===== src/hw/rtl/pes_pkg.sv =====
// ----------------------------------------------------------------------------
// pes_pkg
// Shared types, codes and the interval decode for the periodic endpoint
// scheduler.
// ----------------------------------------------------------------------------
package pes_pkg;

  localparam int FrameW  = 14;
  localparam int IvW     = 16;
  localparam int BusyW   = 9;
  localparam int SlotW   = 4;
  localparam int EvW     = 4;
  localparam int MaxRes  = 16;
  localparam int ResCntW = 5;
  localparam logic [BusyW-1:0] BusyLimit = 9'd500;

  typedef enum logic [1:0] {
    KIND_TICK  = 2'd0,
    KIND_REG   = 2'd1,
    KIND_UNREG = 2'd2,
    KIND_DONE  = 2'd3
  } kind_t;

  typedef enum logic [EvW-1:0] {
    EV_START   = 4'd0,
    EV_SKIP    = 4'd1,
    EV_WRAP    = 4'd2,
    EV_REG     = 4'd3,
    EV_IVERR   = 4'd4,
    EV_FULL    = 4'd5,
    EV_REMOVED = 4'd6,
    EV_ABSENT  = 4'd7,
    EV_DONE    = 4'd8
  } event_t;

  typedef enum logic [1:0] {
    ST_IDLE   = 2'd0,
    ST_WALK   = 2'd1,
    ST_FINISH = 2'd2
  } state_t;

  // One table entry as it travels along the chain
  typedef struct packed {
    logic             valid;
    logic [IvW-1:0]   interval;
    logic [IvW-1:0]   remain;
    logic [BusyW-1:0] busy;
    logic [BusyW-1:0] bmax;
  } entry_t;

  // Operation seen by the head of the chain
  typedef struct packed {
    kind_t             kind;
    logic [FrameW-1:0] cost;
    logic [IvW-1:0]    interval;
    logic              claim;
    logic              match;
  } head_op_t;

  // Tick result produced at the head
  typedef struct packed {
    logic             due;
    event_t           ev;
    logic [BusyW-1:0] peak;
  } head_res_t;

  // Decode the descriptor interval code; zero means invalid
  function automatic logic [IvW-1:0] decode_interval(logic hs, logic ib, logic [7:0] code);
    logic [IvW-1:0] v;
    v = '0;
    if (hs || !ib) begin
      if (code >= 8'd1 && code <= 8'd16) begin
        v = IvW'(1) << (code - 8'd1);
      end
    end else begin
      v = IvW'(code);
    end
    return v;
  endfunction

endpackage


===== src/hw/rtl/pes_cell.sv =====
// ----------------------------------------------------------------------------
// pes_cell
// One table entry of the scheduler ring; takes its neighbor's entry on shift.
// ----------------------------------------------------------------------------
module pes_cell (
  input  logic            clk,
  input  logic            rst_n,
  input  logic            shift,
  input  pes_pkg::entry_t d,
  output pes_pkg::entry_t q
);
  import pes_pkg::*;

  entry_t ent_r;

  // Move the payload with the ring; clear the valid bit on reset
  always_ff @(posedge clk) begin
    if (shift) begin
      ent_r.interval <= d.interval;
      ent_r.remain   <= d.remain;
      ent_r.busy     <= d.busy;
      ent_r.bmax     <= d.bmax;
    end
    if (!rst_n) begin
      ent_r.valid <= 1'b0;
    end else if (shift) begin
      ent_r.valid <= d.valid;
    end
  end

  assign q = ent_r;

endmodule


===== src/hw/rtl/pes_head.sv =====
// ----------------------------------------------------------------------------
// pes_head
// Update logic for the entry at the head of the ring: countdown, reload,
// busy accounting, registration, removal and completion.
// ----------------------------------------------------------------------------
module pes_head (
  input  pes_pkg::entry_t   ent_i,
  input  pes_pkg::head_op_t op,
  output pes_pkg::entry_t   ent_o,
  output pes_pkg::head_res_t res
);
  import pes_pkg::*;

  logic [IvW-1:0]   cost_w;
  logic [BusyW:0]   busy_inc;
  logic [BusyW-1:0] bmax_new;

  assign cost_w   = IvW'(op.cost);
  assign busy_inc = {1'b0, ent_i.busy} + 10'd1;
  assign bmax_new = (BusyW'(busy_inc) > ent_i.bmax) ? BusyW'(busy_inc) : ent_i.bmax;

  always_comb begin
    ent_o = ent_i;
    res   = '{due: 1'b0, ev: EV_START, peak: '0};
    unique case (op.kind)
      KIND_TICK: begin
        if (ent_i.valid) begin
          if (ent_i.remain >= cost_w) begin
            // not due: count down
            ent_o.remain = ent_i.remain - cost_w;
          end else begin
            // due: reload, then start, skip or wrap
            res.due = 1'b1;
            if (cost_w > ent_i.interval) begin
              ent_o.remain = ent_i.interval;
            end else begin
              ent_o.remain = ent_i.remain + (ent_i.interval - cost_w);
            end
            if (ent_i.busy == '0) begin
              ent_o.busy = BusyW'(1);
              res.ev     = EV_START;
              res.peak   = ent_i.bmax;
            end else begin
              ent_o.bmax = bmax_new;
              res.peak   = bmax_new;
              if (busy_inc > {1'b0, BusyLimit}) begin
                ent_o.busy = BusyW'(1);
                res.ev     = EV_WRAP;
              end else begin
                ent_o.busy = BusyW'(busy_inc);
                res.ev     = EV_SKIP;
              end
            end
          end
        end
      end
      KIND_REG: begin
        if (op.claim) begin
          ent_o.valid    = 1'b1;
          ent_o.interval = op.interval;
          ent_o.remain   = op.interval;
          ent_o.busy     = '0;
          ent_o.bmax     = '0;
        end
      end
      KIND_UNREG: begin
        if (op.match) begin
          ent_o.valid = 1'b0;
        end
      end
      KIND_DONE: begin
        if (op.match) begin
          ent_o.busy = '0;
        end
      end
      default: ;
    endcase
  end

endmodule


===== src/hw/rtl/periodic_endpoint_scheduler.sv =====
// ----------------------------------------------------------------------------
// periodic_endpoint_scheduler
// Table of periodic endpoints kept in a ring of cells, walked once per word.
// ----------------------------------------------------------------------------
// Usage: the input channel carries one command word (frame tick, register,
// unregister, completion). Each accepted word rotates the whole ring of
// MAX_ENTRIES cells once, one entry per cycle at the head cell unless the
// output stalls, then passes through a finishing state; in_stall is high
// during that time. The next word is accepted in the cycle after the finish.
// A tick yields one result word per due entry, in slot order, up to 16; the
// other commands yield exactly one. out_last marks the final result word.
// Results leave through one output register; one due result is held back so
// its last flag is known. While out_stall is high and the output register is
// full, the walk pauses, so the rate then follows the receiver.
// Reset clears all valid bits and the previous frame number, and the block
// is ready for a word in the first cycle after reset.
// ----------------------------------------------------------------------------
module periodic_endpoint_scheduler #(
  parameter int MAX_ENTRIES = 16
) (
  input  logic                      clk,
  input  logic                      rst_n,
  input  logic                      in_valid,
  output logic                      in_stall,
  input  logic [1:0]                in_kind,
  input  logic [pes_pkg::FrameW-1:0] in_frame_number,
  input  logic [3:0]                in_entry_slot,
  input  logic                      in_high_speed,
  input  logic                      in_interrupt_or_bulk,
  input  logic [7:0]                in_poll_code,
  output logic                      out_valid,
  input  logic                      out_stall,
  output logic [3:0]                out_slot,
  output logic [3:0]                out_event_res,
  output logic [8:0]                out_busy_peak,
  output logic                      out_last
);
  import pes_pkg::*;

  localparam int IW  = (MAX_ENTRIES > 1) ? $clog2(MAX_ENTRIES) : 1;
  localparam int CMW = (IW > SlotW) ? IW : SlotW;

  state_t state_r, state_nxt;
  logic [IW-1:0]     cnt_r;
  kind_t             kind_r;
  logic [FrameW-1:0] frame_r, cost_r, prev_frame_r;
  logic [SlotW-1:0]  es_r;
  logic [IvW-1:0]    iv_r;
  logic              claimed_r, empty_r, found_r;
  logic [IW-1:0]     claim_idx_r;
  logic [BusyW-1:0]  found_peak_r;
  logic              pend_valid_r;
  logic [SlotW-1:0]  pend_slot_r;
  event_t            pend_ev_r;
  logic [BusyW-1:0]  pend_peak_r;
  logic [ResCntW-1:0] nres_r;
  logic              out_valid_r;
  logic [SlotW-1:0]  out_slot_r;
  event_t            out_ev_r;
  logic [BusyW-1:0]  out_peak_r;
  logic              out_last_r;

  entry_t    chain [MAX_ENTRIES];
  entry_t    head_new;
  head_op_t  op;
  head_res_t hres;

  logic in_acc, can_push, step, last_step, take_res;
  logic out_load;
  logic [SlotW-1:0] ld_slot;
  event_t           ld_ev;
  logic [BusyW-1:0] ld_peak;
  logic             ld_last;

  assign in_acc    = in_valid && !in_stall;
  assign in_stall  = (state_r != ST_IDLE);
  assign can_push  = !out_valid_r || !out_stall;
  assign step      = (state_r == ST_WALK) && can_push;
  assign last_step = (cnt_r == IW'(MAX_ENTRIES - 1));
  assign take_res  = step && hres.due && (nres_r < ResCntW'(MaxRes));

  // Head operation
  always_comb begin
    op.kind     = kind_r;
    op.cost     = cost_r;
    op.interval = iv_r;
    op.claim    = (iv_r != '0) && !claimed_r && !chain[0].valid;
    op.match    = chain[0].valid && (CMW'(es_r) == CMW'(cnt_r));
  end

  pes_head u_head (
    .ent_i (chain[0]),
    .op    (op),
    .ent_o (head_new),
    .res   (hres)
  );

  // Ring of cells, head at index 0
  for (genvar k = 0; k < MAX_ENTRIES; k++) begin : g_cell
    entry_t d_w;
    if (k == MAX_ENTRIES - 1) begin : g_tail
      assign d_w = head_new;
    end else begin : g_mid
      assign d_w = chain[k+1];
    end
    pes_cell u_cell (
      .clk   (clk),
      .rst_n (rst_n),
      .shift (step),
      .d     (d_w),
      .q     (chain[k])
    );
  end

  // State register
  always_ff @(posedge clk) begin
    if (!rst_n) begin
      state_r <= ST_IDLE;
    end else begin
      state_r <= state_nxt;
    end
  end

  // Next state and output load
  always_comb begin
    state_nxt = state_r;
    out_load  = 1'b0;
    ld_slot   = pend_slot_r;
    ld_ev     = pend_ev_r;
    ld_peak   = pend_peak_r;
    ld_last   = 1'b0;
    unique case (state_r)
      ST_IDLE: begin
        if (in_acc) state_nxt = ST_WALK;
      end
      ST_WALK: begin
        if (take_res && pend_valid_r) out_load = 1'b1;
        if (step && last_step) state_nxt = ST_FINISH;
      end
      ST_FINISH: begin
        if (can_push) begin
          state_nxt = ST_IDLE;
          ld_last   = 1'b1;
          unique case (kind_r)
            KIND_TICK: begin
              out_load = pend_valid_r;
            end
            KIND_REG: begin
              out_load = 1'b1;
              ld_peak  = '0;
              ld_slot  = claimed_r ? SlotW'(claim_idx_r) : '0;
              if (iv_r == '0) begin
                ld_ev   = EV_IVERR;
                ld_slot = '0;
              end else if (claimed_r) begin
                ld_ev = EV_REG;
              end else begin
                ld_ev = EV_FULL;
              end
            end
            KIND_UNREG, KIND_DONE: begin
              out_load = 1'b1;
              ld_slot  = es_r;
              ld_peak  = found_r ? found_peak_r : '0;
              if (!found_r) begin
                ld_ev = EV_ABSENT;
              end else if (kind_r == KIND_UNREG) begin
                ld_ev = EV_REMOVED;
              end else begin
                ld_ev = EV_DONE;
              end
            end
            default: ;
          endcase
        end
      end
      default: state_nxt = ST_IDLE;
    endcase
  end

  // Control registers
  always_ff @(posedge clk) begin
    if (!rst_n) begin
      cnt_r        <= '0;
      pend_valid_r <= 1'b0;
      nres_r       <= '0;
      prev_frame_r <= '0;
      out_valid_r  <= 1'b0;
    end else begin
      if (in_acc) begin
        cnt_r        <= '0;
        nres_r       <= '0;
        pend_valid_r <= 1'b0;
        if (kind_t'(in_kind) == KIND_TICK) begin
          prev_frame_r <= in_frame_number;
        end
      end
      if (step) cnt_r <= cnt_r + IW'(1);
      if (take_res) begin
        pend_valid_r <= 1'b1;
        nres_r       <= nres_r + ResCntW'(1);
      end
      if (state_r == ST_FINISH && can_push) begin
        pend_valid_r <= 1'b0;
        if (kind_r == KIND_REG && claimed_r && empty_r) prev_frame_r <= frame_r;
      end
      if (out_load) begin
        out_valid_r <= 1'b1;
      end else if (!out_stall) begin
        out_valid_r <= 1'b0;
      end
    end
  end

  // Latch the command and collect walk status
  always_ff @(posedge clk) begin
    if (in_acc) begin
      kind_r    <= kind_t'(in_kind);
      frame_r   <= in_frame_number;
      cost_r    <= in_frame_number - prev_frame_r;
      es_r      <= in_entry_slot;
      iv_r      <= decode_interval(in_high_speed, in_interrupt_or_bulk, in_poll_code);
      claimed_r <= 1'b0;
      empty_r   <= 1'b1;
      found_r   <= 1'b0;
    end else if (step) begin
      if (chain[0].valid) empty_r <= 1'b0;
      if (kind_r == KIND_REG && op.claim) begin
        claimed_r   <= 1'b1;
        claim_idx_r <= cnt_r;
      end
      if (op.match) begin
        found_r      <= 1'b1;
        found_peak_r <= chain[0].bmax;
      end
    end
  end

  // Hold back the newest tick result
  always_ff @(posedge clk) begin
    if (take_res) begin
      pend_slot_r <= SlotW'(cnt_r);
      pend_ev_r   <= hres.ev;
      pend_peak_r <= hres.peak;
    end
  end

  // Output word register
  always_ff @(posedge clk) begin
    if (out_load) begin
      out_slot_r <= ld_slot;
      out_ev_r   <= ld_ev;
      out_peak_r <= ld_peak;
      out_last_r <= ld_last;
    end
  end

  assign out_valid     = out_valid_r;
  assign out_slot      = out_slot_r;
  assign out_event_res = out_ev_r;
  assign out_busy_peak = out_peak_r;
  assign out_last      = out_last_r;

  // No held result outside a command
  a_pend_idle: assert property (@(posedge clk) disable iff (!rst_n)
    state_r == ST_IDLE |-> !pend_valid_r)
    else $error("held result left after command");

  // Result count never exceeds the limit
  a_nres: assert property (@(posedge clk) disable iff (!rst_n)
    nres_r <= ResCntW'(MaxRes))
    else $error("too many results");

  // Output is never overwritten while stalled
  a_no_clobber: assert property (@(posedge clk) disable iff (!rst_n)
    out_load |-> can_push)
    else $error("output word overwritten");

  // Walk ends with the ring back in place
  a_walk_end: assert property (@(posedge clk) disable iff (!rst_n)
    state_r == ST_FINISH |-> cnt_r == IW'(MAX_ENTRIES))
    else $error("walk count wrong");

endmodule

===== config.mk =====
export PLATFORM = sky130hd
export DESIGN_NAME = periodic_endpoint_scheduler
export DESIGN_NICKNAME = d
export VERILOG_FILES = /design/src/hw/rtl/pes_pkg.sv /design/src/hw/rtl/pes_cell.sv /design/src/hw/rtl/pes_head.sv /design/src/hw/rtl/periodic_endpoint_scheduler.sv
export SDC_FILE = /design/constraint.sdc
export NUM_CORES = 1
export LEC_CHECK = 0
export BUFFER_PORTS_ARGS = -buffer_cell sky130_fd_sc_hd__buf_2
export CORE_ASPECT_RATIO = 1.4
export CORE_UTILIZATION = 62
export CTS_CLUSTER_DIAMETER = 40
export DETAILED_ROUTE_END_ITERATION = 8
export GPL_ROUTABILITY_DRIVEN = 0
export PLACE_DENSITY = 0.76
export SLEW_MARGIN = 10
export SYNTH_ARGS = -nofsm -noshare
export SYNTH_HDL_FRONTEND = slang
export SYNTH_HIERARCHICAL = 1
export SYNTH_SLANG_ARGS = --single-unit

===== constraint.sdc =====
create_clock -name clk -period 17.6 [get_ports clk]
set_input_delay 4.4 -clock clk [delete_from_list [all_inputs] [get_ports clk]]
set_output_delay 4.4 -clock clk [all_outputs]
set_load 0.01 [all_outputs]

==> results of run 1 <==
==> sequential cells by signal, indices dropped and copies added (netlist names), 4 cells and up <==
name,cells
g_cell.u_cell/q,816
iv_r,16
cost_r,14
frame_r,14
prev_frame_r,14
found_peak_r,9
out_busy_peak,9
pend_peak_r,9
nres_r,5
claim_idx_r,4
cnt_r,4
es_r,4
out_event_res,4
out_slot,4
pend_ev_r,4
pend_slot_r,4
==> Yosys cell counts, types with 14 or more instances <==
library cell,n
nand2_1,102
o21ai_0,58
a22o_1,15
xor2_1,21
nor4_1,17
a21oi_1,45
o211ai_1,20
nor2_1,70
xnor2_1,28
edfxtp_1,898
o2bb2ai_1,14
ha_1,82
o211a_1,18
nor2b_1,27
fa_1,16
nand3_1,25
inv_1,130
mux2i_1,30
a21o_1,15
clkbuf_1,21
dfxtp_1,46
==> power groups by stage <==
stage          Combinational, mW  Clock [mW]  Sequential [mW]
5_1_grt                     1.47        2.07             3.86
3_3_place_gp                1.27           0             3.79
3_5_place_dp                1.32           0             3.82
6_report                    1.33        1.94             3.79
4_1_cts                     1.32        1.99             3.80
2_1_floorplan               1.02           0             4.01
==> path summary, 6_finish.rpt <==
path                                             to                              from  cells past startpoint
hold reg to reg    g_cell[8].u_cell/q[23]$_DFFE_PP_  g_cell[9].u_cell/q[23]$_DFFE_PP_                      0
hold / removal     g_cell[8].u_cell/q[23]$_DFFE_PP_  g_cell[9].u_cell/q[23]$_DFFE_PP_                      0
setup / recovery  g_cell[10].u_cell/q[18]$_DFFE_PP_                         out_stall                      7
setup reg to reg  g_cell[10].u_cell/q[18]$_DFFE_PP_           state_r[1]$_SDFFE_PN0P_                      7
==> per-layer routing <==
| layer | vias up | GRT usage [%] | routed length (µm) |
|---|---|---|---|
| li1 | 7536 | - | - |
| met1 | 7961 | 27.56 | 24260 |
| met2 | 466 | 32.66 | 26830 |
| met3 | 145 | 3.786 | 2844 |
| met4 | 2 | 9.689 | 2050 |
| met5 | - | 0 | 8 |
==> cell families (layout without fill, tap and decap cells) <==
logic type,Yosys count,count (layout),synth area share (%)
AO/OA/AOI/OAI,289,289,6.082
XOR/XNOR,49,49,1.248
adder cells (fa/ha/maj),98,98,3.916
buffers and inverters,171,368,2.002
flip-flops,944,944,81.12
multiplexers,32,32,0.9390
other,1,2,0.01091
AND/OR/NAND/NOR,319,319,4.688
==> layout make-up <==
type	count	area (µm²)
fillers	3205	15930
clock buffers	107	2411
clock inverters	62	614.3
well taps	721	902.1
multi-input cells	789	5821
repair buffers	68	402.9
flip-flops and latches	944	27890
inverters	131	499.2
==> metrics, run 1 <==
run status=finished clean; asr flop ratio synth=0%; Synth area leaders=edfxtp_1 (78%), ha_1 (3.0%), dfxtp_1 (2.7%), inv_1 (1.4%), nand2_1 (1.1%); CP Cell Sequence=buf_2 > nand2_1 > nand2_1 > inv_8 > buf_4 > buf_12 > buf_12; PortBufs=53; commonest non-fill, non-tap cell in the layout=edfxtp_1; GRT Total Usage=20.46%; Total Power=7.066 mW; H-tree depth=3; Avg Cell Area, Syn=18.07 µm²; routed vias/inst=5.709; RSZ-0062 raised after global routing=false; Post-Route Setup TNS=0 ns; layout cell share with drive strength beyond 1=11.95%; WP buf/inv=5; CTS tree=done; drt drc=0; total CTS buffers=91; Num Clock Sinks=944; Synth-to-Final Area Change=12.09%; initial antenna violation count=2; DP Area=35,510 µm²; Int Power=5.044 mW; Critical Path Start Type=primary input; # IOs=54; Critical Path Max Stage Delay=0.74 ns; post-synthesis sequential area ratio=81.12%; Final period util=44.56%; via count=16,110; Initial Util=63.12%; total core area=54,470 µm²; DRT Pass-1 Iters=6; Peak Freq=0.1275 GHz; WL final=55,990 µm; hold_buf cts=0; Routed Antenna Nets=0; ANT cells=0; pwr dens=183.4 nW/µm²; # nets final=2,157; largest net degree at the start of global routing=212; predominant post-synthesis flop cell=edfxtp_1; 1st-iter DRT viols=1,402; Final setup viols=0; Yosys top cell area share=78.44%; NetSw=2.022 mW; final std cells w/o fill=2,822; dpl ws=9.156 ns; clock root cell=clkbuf_16; switching share of power=28.61%; total setup buffers inserted after CTS=0; YS warnings=6; cell accounting for the most synthesized area=edfxtp_1; min Tclk post-route=7.843 ns; Hold WC Path Type=reg2reg; Die Span X=201.0 µm; Clk pwr share=27.5%; Core Util, Final=70.75%; area of the mapped netlist=34,380 µm²; Final Instance Area=38,540 µm²; Crit path arrival time=8.08 ns; register clock-pin slew on the reported worst setup and hold paths=0.06 ns; synthesized flop and latch total=944; CP top delay family=buffers and inverters; DIE HEIGHT=280.6 µm; Post-Synthesis Cells=1,903; Logic pwr share=18.9%; grt total ovfl=0; Reg power frac=53.6%; Final Max Slew Viols=0; PostCTS Resize Cnt=0; commonest non-fill, non-tap cells in the layout=edfxtp_1 (898), inv_1 (128), nand2_1 (102); synth unique cells=84; CP Capture Type=flip-flop; row cnt=101; Hold Vio Cnt, Final=0; crit path max fanout=211; Peak VDD IR=0.2119 mV; placed insts=2,653; clock buffer depth=3; vias in the first global route=16,304; P_leak=13.54 nW; CP required=17.84 ns; DR WL/cell=19.84 µm; first-pass GRT wire length=87,370 µm; Crit Path Category=in2reg; die area=56,410 µm²; Worst Tran Pin Value=1.166 ns; Fin Hold WS=0.4069 ns; flop2flop setup slack=13.11 ns; Post-DP HPWL=33,950 µm; clock skew=0.01988 ns; relative slew slack=22.30%; max-capacitance violation count=0; EDFF count, synth=898; setup ws final=9.757 ns; crit path max-delay cell type=buf_4; Worst-Skew Late Latency=0.64 ns
Power figures use the tool's default switching activity.
==> run 2: changes to the inputs <==
- clock period: 17.6 -> 7.4 ns (I/O delays scaled with it)
==> run 2 against run 1 <==
Highest routed layer is now met4. Critical endpoint is now nres_r[2]$_SDFFE_PN0P_. Largest cell class unchanged. Final cell count is 0.32% lower. Register-to-register slack got worse by 9.9 ns. Wire length increased by 1.6%. Largest power group unchanged.
==> metrics, run 2 (synthesized netlist as in run 1, its figures left out) <==
Hold WC Path Type=reg2reg; ANT cells=0 (unchanged); R2R Path Start=g_cell[0].u_cell/q[18]$_DFFE_PP_; commonest non-fill, non-tap cell in the layout=edfxtp_1; pwr dens=432.8 nW/µm² (+140%); register clock-pin slew on the reported worst setup and hold paths=0.07 ns (about the same); clock skew=0.02971 ns (+0.009831 ns); layout cell share with drive strength beyond 1=11.19% (-0.76 points); Final setup viols=0 (unchanged); Reg2Reg Capture Point=nres_r[2]$_SDFFE_PN0P_; P_leak=13.43 nW (-0.81%); die area=56,410 µm² (unchanged); vias in the first global route=16,346 (+0.26%); Peak Freq=0.2380 GHz; commonest non-fill, non-tap cells in the layout=edfxtp_1 (898), inv_1 (128), nand2_1 (102); min Tclk post-route=4.201 ns; 1st-iter DRT viols=1,359 (-3.1%); relative slew slack=22.98% (+0.68 points); Die Span X=201.0 µm (unchanged); CP Capture Type=flip-flop; Routed Antenna Nets=0 (unchanged); routed vias/inst=5.810 (+1.8%); Fin Hold WS=0.4063 ns (-0.0006660 ns); Initial Util=63.12% (unchanged); Num Clock Sinks=944 (unchanged); clock root cell=clkbuf_16; Final period util=56.77%; Peak VDD IR=0.3997 mV (+89%); total core area=54,470 µm² (unchanged); total CTS buffers=86 (-5.5%); Worst Tran Pin Value=1.154 ns (-0.01186 ns); Crit path arrival time=4.78 ns (-3.30 ns); Worst Min Path Start=g_cell[14].u_cell/q[5]$_DFFE_PP_; R2R cell count=15 (+8); WL final=56,880 µm (+1.6%); placed insts=2,653 (unchanged); largest net degree at the start of global routing=220 (+3.8%); Critical Path Start Type=flip-flop; DR WL/cell=20.22 µm (+1.9%); # IOs=54 (unchanged); clock buffer depth=3 (unchanged); drt drc=0 (unchanged); Post-DP HPWL=34,590 µm (+1.9%); GRT Total Usage=20.78% (+0.32 points); DIE HEIGHT=280.6 µm (unchanged); RSZ-0062 raised after global routing=false; H-tree depth=3 (unchanged); first-pass GRT wire length=88,870 µm (+1.7%); dpl ws=2.895 ns (-6.261 ns); flop2flop setup slack=3.20 ns (-9.91 ns); hold_buf cts=0 (unchanged); run status=finished clean; total setup buffers inserted after CTS=0 (unchanged); final std cells w/o fill=2,813 (-0.32%); Hold Vio Cnt, Final=0 (unchanged); CP required=7.98 ns (-9.86 ns); Crit Path Category=reg2reg; initial antenna violation count=1 (-1); # nets final=2,152 (-0.23%); Post-Route Setup TNS=0 ns (unchanged); PostCTS Resize Cnt=0 (unchanged); max-capacitance violation count=0 (unchanged); Final Max Slew Viols=0 (unchanged); PortBufs=53 (unchanged); CTS tree=done; DRT Pass-1 Iters=6 (unchanged); setup ws final=3.199 ns (-6.558 ns); Synth-to-Final Area Change=11.44%; Core Util, Final=70.34% (-0.41 points); crit path max fanout=23 (-89%); end of the critical path=nres_r[2]$_SDFFE_PN0P_; via count=16,343 (+1.4%); Crit. Startpoint=g_cell[0].u_cell/q[18]$_DFFE_PP_; row cnt=101 (unchanged); Worst-Skew Late Latency=0.64 ns (about the same); grt total ovfl=0 (unchanged); Largest register FFs=816 (unchanged)
==> run 2: critical path: stages (launching register included) <==
cell	delay [ns]
edfxtp_1	0.42
inv_1	0.09
ha_1	0.16
inv_1	0.05
fa_1	0.41
a21oi_2	0.20
o21ai_2	0.09
a211o_1	0.31
a31o_1	0.28
a211o_1	0.31
buf_4	0.22
inv_1	0.26
nand3b_2	0.25
inv_1	0.67
a21oi_1	0.16
and3b_1	0.23
==> run 2: layout make-up <==
type,instances,area (µm²)
Inverter,131,499.2
Fill cell,3271,16150
Timing Repair Buffer,68,415.4
Clock inverter,58,554.3
Sequential cell,944,27890
Multi-Input combinational cell,789,5821
Tap cell,721,902.1
Clock buffer,102,2233
==> run 2: metrics by stage <==
step	power, mW	area (µm²)
2_1_floorplan	11.42	34390
3_3_place_gp	12.06	35520
3_5_place_dp	12.26	35520
4_1_cts	16.69	38310
5_1_grt	17.35	38310
6_report	16.58	38310
==> run 2: worst min-delay path by stage <==
| stage | endpoint | slack [ns] | cells after the start |
|---|---|---|---|
| after floorplan | g_cell[0].u_cell/q[0]$_DFFE_PP_ | 0.40 | 0 |
| after global placement | g_cell[5].u_cell/q[9]$_DFFE_PP_ | 0.40 | 0 |
| after detailed placement | g_cell[10].u_cell/q[19]$_DFFE_PP_ | 0.40 | 0 |
| after CTS | g_cell[13].u_cell/q[5]$_DFFE_PP_ | 0.40 | 0 |
| after global routing | g_cell[10].u_cell/q[8]$_DFFE_PP_ | 0.41 | 0 |
| final | g_cell[13].u_cell/q[5]$_DFFE_PP_ | 0.41 | 0 |
==> run 2: layer usage <==
metal  GRT usage [%]  wire [µm]  up-vias
met5               0          0        -
met4           10.37       2328        0
met3           3.810       2931      145
met2           33.36      27400      496
met1           27.62      24220     8191
li1                -          -     7511
==> run 2: report_power, final <==
group / total, mW / internal [mW] / switching [mW]
clock: 4.35 / 2.41 / 1.94
combinational: 3.21 / 1.01 / 2.20
sequential: 9.02 / 8.37 / 0.649
==> run 3: changes to the inputs <==
- ABC_AREA: default -> 1
- clock period: 7.4 -> 3.95 ns (I/O delays scaled with it)
==> run 3 against run 2 <==
Synthesized cell count grew 21%. Count of clock-buffer cells in the layout grew 10. Via count grew 12%. Worst setup slack lost 2.6 ns. Critical path depth shrank 1. Final area grew 2.6%. Core utilization grew 0.27 points. Critical path type unchanged. Largest power group unchanged.
==> metrics, run 3 <==
run status=finished clean; Reg power frac=51.5% (-2.9 points); row cnt=102 (+0.99%); grt total ovfl=0 (unchanged); 1st-iter DRT viols=1,841 (+35%); YS warnings=6 (unchanged); layout cell share with drive strength beyond 1=11.66% (+0.48 points); WP buf/inv=1 (-4); relative slew slack=23.92% (+0.95 points); asr flop ratio synth=0% (unchanged); Total Power=32.72 mW (+97%); Worst-Skew Late Latency=0.64 ns (about the same); switching share of power=31.65% (+2.8 points); routed vias/inst=5.631 (-3.1%); Crit Path Category=reg2reg; cell with the most instances after synthesis=edfxtp_1; Crit path arrival time=3.74 ns (-1.04 ns); Register Area=27,890 µm² (unchanged); Yosys top cell area share=76.76% (-1.7 points); Commonest cells post-synth=edfxtp_1 (898), nand2_1 (414), inv_1 (231); min Tclk post-route=3.389 ns (-0.8123 ns); CP required=4.30 ns (-3.68 ns); total CTS buffers=91 (+5.8%); RSZ-0062 raised after global routing=false; crit path max fanout=18 (-22%); total core area=55,640 µm² (+2.2%); CTS tree=done; via count=18,312 (+12%); Reg2Reg Capture Point=g_cell[15].u_cell/q[1]$_DFFE_PP_; area of the mapped netlist=35,130 µm² (+2.2%); Avg Cell Area, Syn=15.21 µm² (-16%); Peak VDD IR=0.5766 mV (+44%); Num Clock Sinks=944 (unchanged); H-tree depth=3 (unchanged); Worst path depth=14 (-1); max-capacitance violation count=0 (unchanged); GRT Total Usage=23.31% (+2.5 points); CP Cell Sequence=ha_1 > nand2_1 > nor2_2 > nand3_1 > xor2_1 > inv_1 > ha_1 > nand2_1 > nor2_1 > nand3_1 > o21ai_0 > nand2_2 > o21ai_0 > o22ai_1; Hold WC Path Type=reg2reg; Post-DP HPWL=40,590 µm (+17%); Routed Antenna Nets=0 (unchanged); CP Capture Type=flip-flop; Post-Synthesis Cells=2,310 (+21%); die area=57,630 µm² (+2.2%); # nets final=2,580 (+20%); Post-Route Setup TNS=0 ns (unchanged); Hold Vio Cnt, Final=0 (unchanged); Peak Freq=0.2951 GHz (+24%); Worst Tran Pin Value=1.141 ns (-0.01266 ns); cell accounting for the most synthesized area=edfxtp_1; clock skew=0.02397 ns (-0.005738 ns); hold_buf cts=0 (unchanged); first-pass GRT wire length=101,300 µm (+14%); R2R Path Start=g_cell[0].u_cell/q[9]$_DFFE_PP_; Critical Path Max Stage Delay=0.51 ns (-0.16 ns); DR WL/cell=19.96 µm (-1.3%); Initial Util=63.13% (about the same); NetSw=10.36 mW (+120%); total setup buffers inserted after CTS=0 (unchanged); post-synthesis sequential area ratio=79.38% (-1.7 points); pwr dens=832.8 nW/µm² (+92%); WL final=64,900 µm (+14%); crit path max-delay cell type=edfxtp_1; EDFF count, synth=898 (unchanged); P_leak=14.50 nW (+8.0%); Final setup viols=0 (unchanged); synth unique cells=55 (-35%); Int Power=22.36 mW (+90%); flop2flop setup slack=0.56 ns (-2.64 ns); Synth area leaders=edfxtp_1 (77%), nand2_1 (4.4%), ha_1 (2.9%), dfxtp_1 (2.6%), inv_1 (2.5%); R2R cell count=14 (-1); DIE HEIGHT=283.6 µm (+1.1%); Logic pwr share=22.9% (+3.6 points); Critical Path Start Type=flip-flop; DRT Pass-1 Iters=9 (+3); filler cell count=3,481 (+6.4%); largest net degree at the start of global routing=147 (-33%); commonest non-fill, non-tap cell in the layout=edfxtp_1; Worst Min Path Start=g_cell[4].u_cell/q[20]$_DFFE_PP_; CP top delay family=simple AND/OR/NAND/NOR gates; Largest register FFs=816 (unchanged); Final Max Slew Viols=0 (unchanged); Final period util=85.79% (+29 points); Multi-input gate area=6166 µm² (+5.9%); vias in the first global route=18,212 (+11%); end of the critical path=g_cell[15].u_cell/q[1]$_DFFE_PP_; Crit. Startpoint=g_cell[0].u_cell/q[9]$_DFFE_PP_; Clk pwr share=25.6% (-0.7 points); # IOs=54 (unchanged); commonest non-fill, non-tap cells in the layout=edfxtp_1 (898), nand2_1 (413), inv_1 (230); PostCTS Resize Cnt=0 (unchanged); predominant post-synthesis flop cell=edfxtp_1; PortBufs=53 (unchanged); register clock-pin slew on the reported worst setup and hold paths=0.07 ns (about the same); synthesized flop and latch total=944 (unchanged); clock buffer depth=3 (unchanged); clock root cell=clkbuf_16; initial antenna violation count=6 (+5); Die Span X=203.2 µm (+1.1%); Synth-to-Final Area Change=11.85%; drt drc=0 (unchanged)
==> run 3: metrics by stage <==
stage	hold WS, ns	setup slack, ns	utilization [%]	cells	instance area, µm²
final	0.3988	0.5613	70.61	3252	39290
after floorplan	0.4003	-10.00	-	2311	35150
after detailed placement	0.4045	0.6733	65.39	3083	36380
after global placement	0.4018	0.6904	65.39	3083	36380
after CTS	0.4067	0.6188	70.60	3249	39280
after global routing	0.4130	0.3139	70.61	3251	39290
==> run 3: worst register-to-register path, stage by stage, from the launching register on <==
cell      delay [ns]
edfxtp_1        0.51
ha_1            0.22
nand2_1         0.11
nor2_2          0.17
nand3_1         0.13
xor2_1          0.18
inv_1           0.14
ha_1            0.32
nand2_1         0.08
nor2_1          0.17
nand3_1         0.10
o21ai_0         0.23
nand2_2         0.23
o21ai_0         0.37
o22ai_1         0.17
==> run 3: cell type report <==
cell class / instances / share of cell area (%)
Sequential cell: 944 / 70.98
Multi-Input combinational cell: 1094 / 15.69
Clock buffer: 112 / 6.152
Inverter: 243 / 2.379
Tap cell: 728 / 2.318
Timing Repair Buffer: 74 / 1.236
Clock inverter: 54 / 1.226
Antenna cell: 3 / 0.01911
==> run 3: kinds of logic after synthesis <==
| group | synth area share, % |
|---|---|
| and+or+nand+nor | 8.904 |
| muxes | 0.02850 |
| other | 0.01068 |
| AOI/OAI and AO/OA | 3.790 |
| xor gates and xnor gates | 0.9403 |
| buffers and inverters | 3.109 |
| DFF | 79.38 |
| adders and majority gates | 3.832 |
==> run 3: power by group through the flow <==
stage / Sequential [mW] / Combinational (mW) / Clock (mW)
after CTS: 16.9 / 7.33 / 8.53
final: 16.8 / 7.51 / 8.37
after global placement: 16.8 / 7.02 / 0
after global routing: 17.2 / 8.20 / 8.88
after detailed placement: 17.0 / 7.29 / 0
after floorplan: 14.0 / 3.05 / 0
==> run 3: layer usage <==
layer	GRT usage, %	vias to the layer above	part of all wire (%)
li1	-	8479	-
met1	29.93	8837	39
met2	38.44	760	49
met3	3.617	230	6.0
met4	12.46	6	5.3
met5	0	-	0.054
==> run 3: worst min-delay path by stage <==
stage | to | slack [ns] | depth (start not counted)
finish | g_cell[3].u_cell/q[20]$_DFFE_PP_ | 0.40 | 0
global route | g_cell[8].u_cell/q[6]$_DFFE_PP_ | 0.41 | 0
CTS | g_cell[3].u_cell/q[20]$_DFFE_PP_ | 0.41 | 0
detailed placement | g_cell[0].u_cell/q[34]$_DFFE_PP_ | 0.40 | 0
global placement | g_cell[14].u_cell/q[32]$_DFFE_PP_ | 0.40 | 0
floorplan | g_cell[0].u_cell/q[0]$_DFFE_PP_ | 0.40 | 0
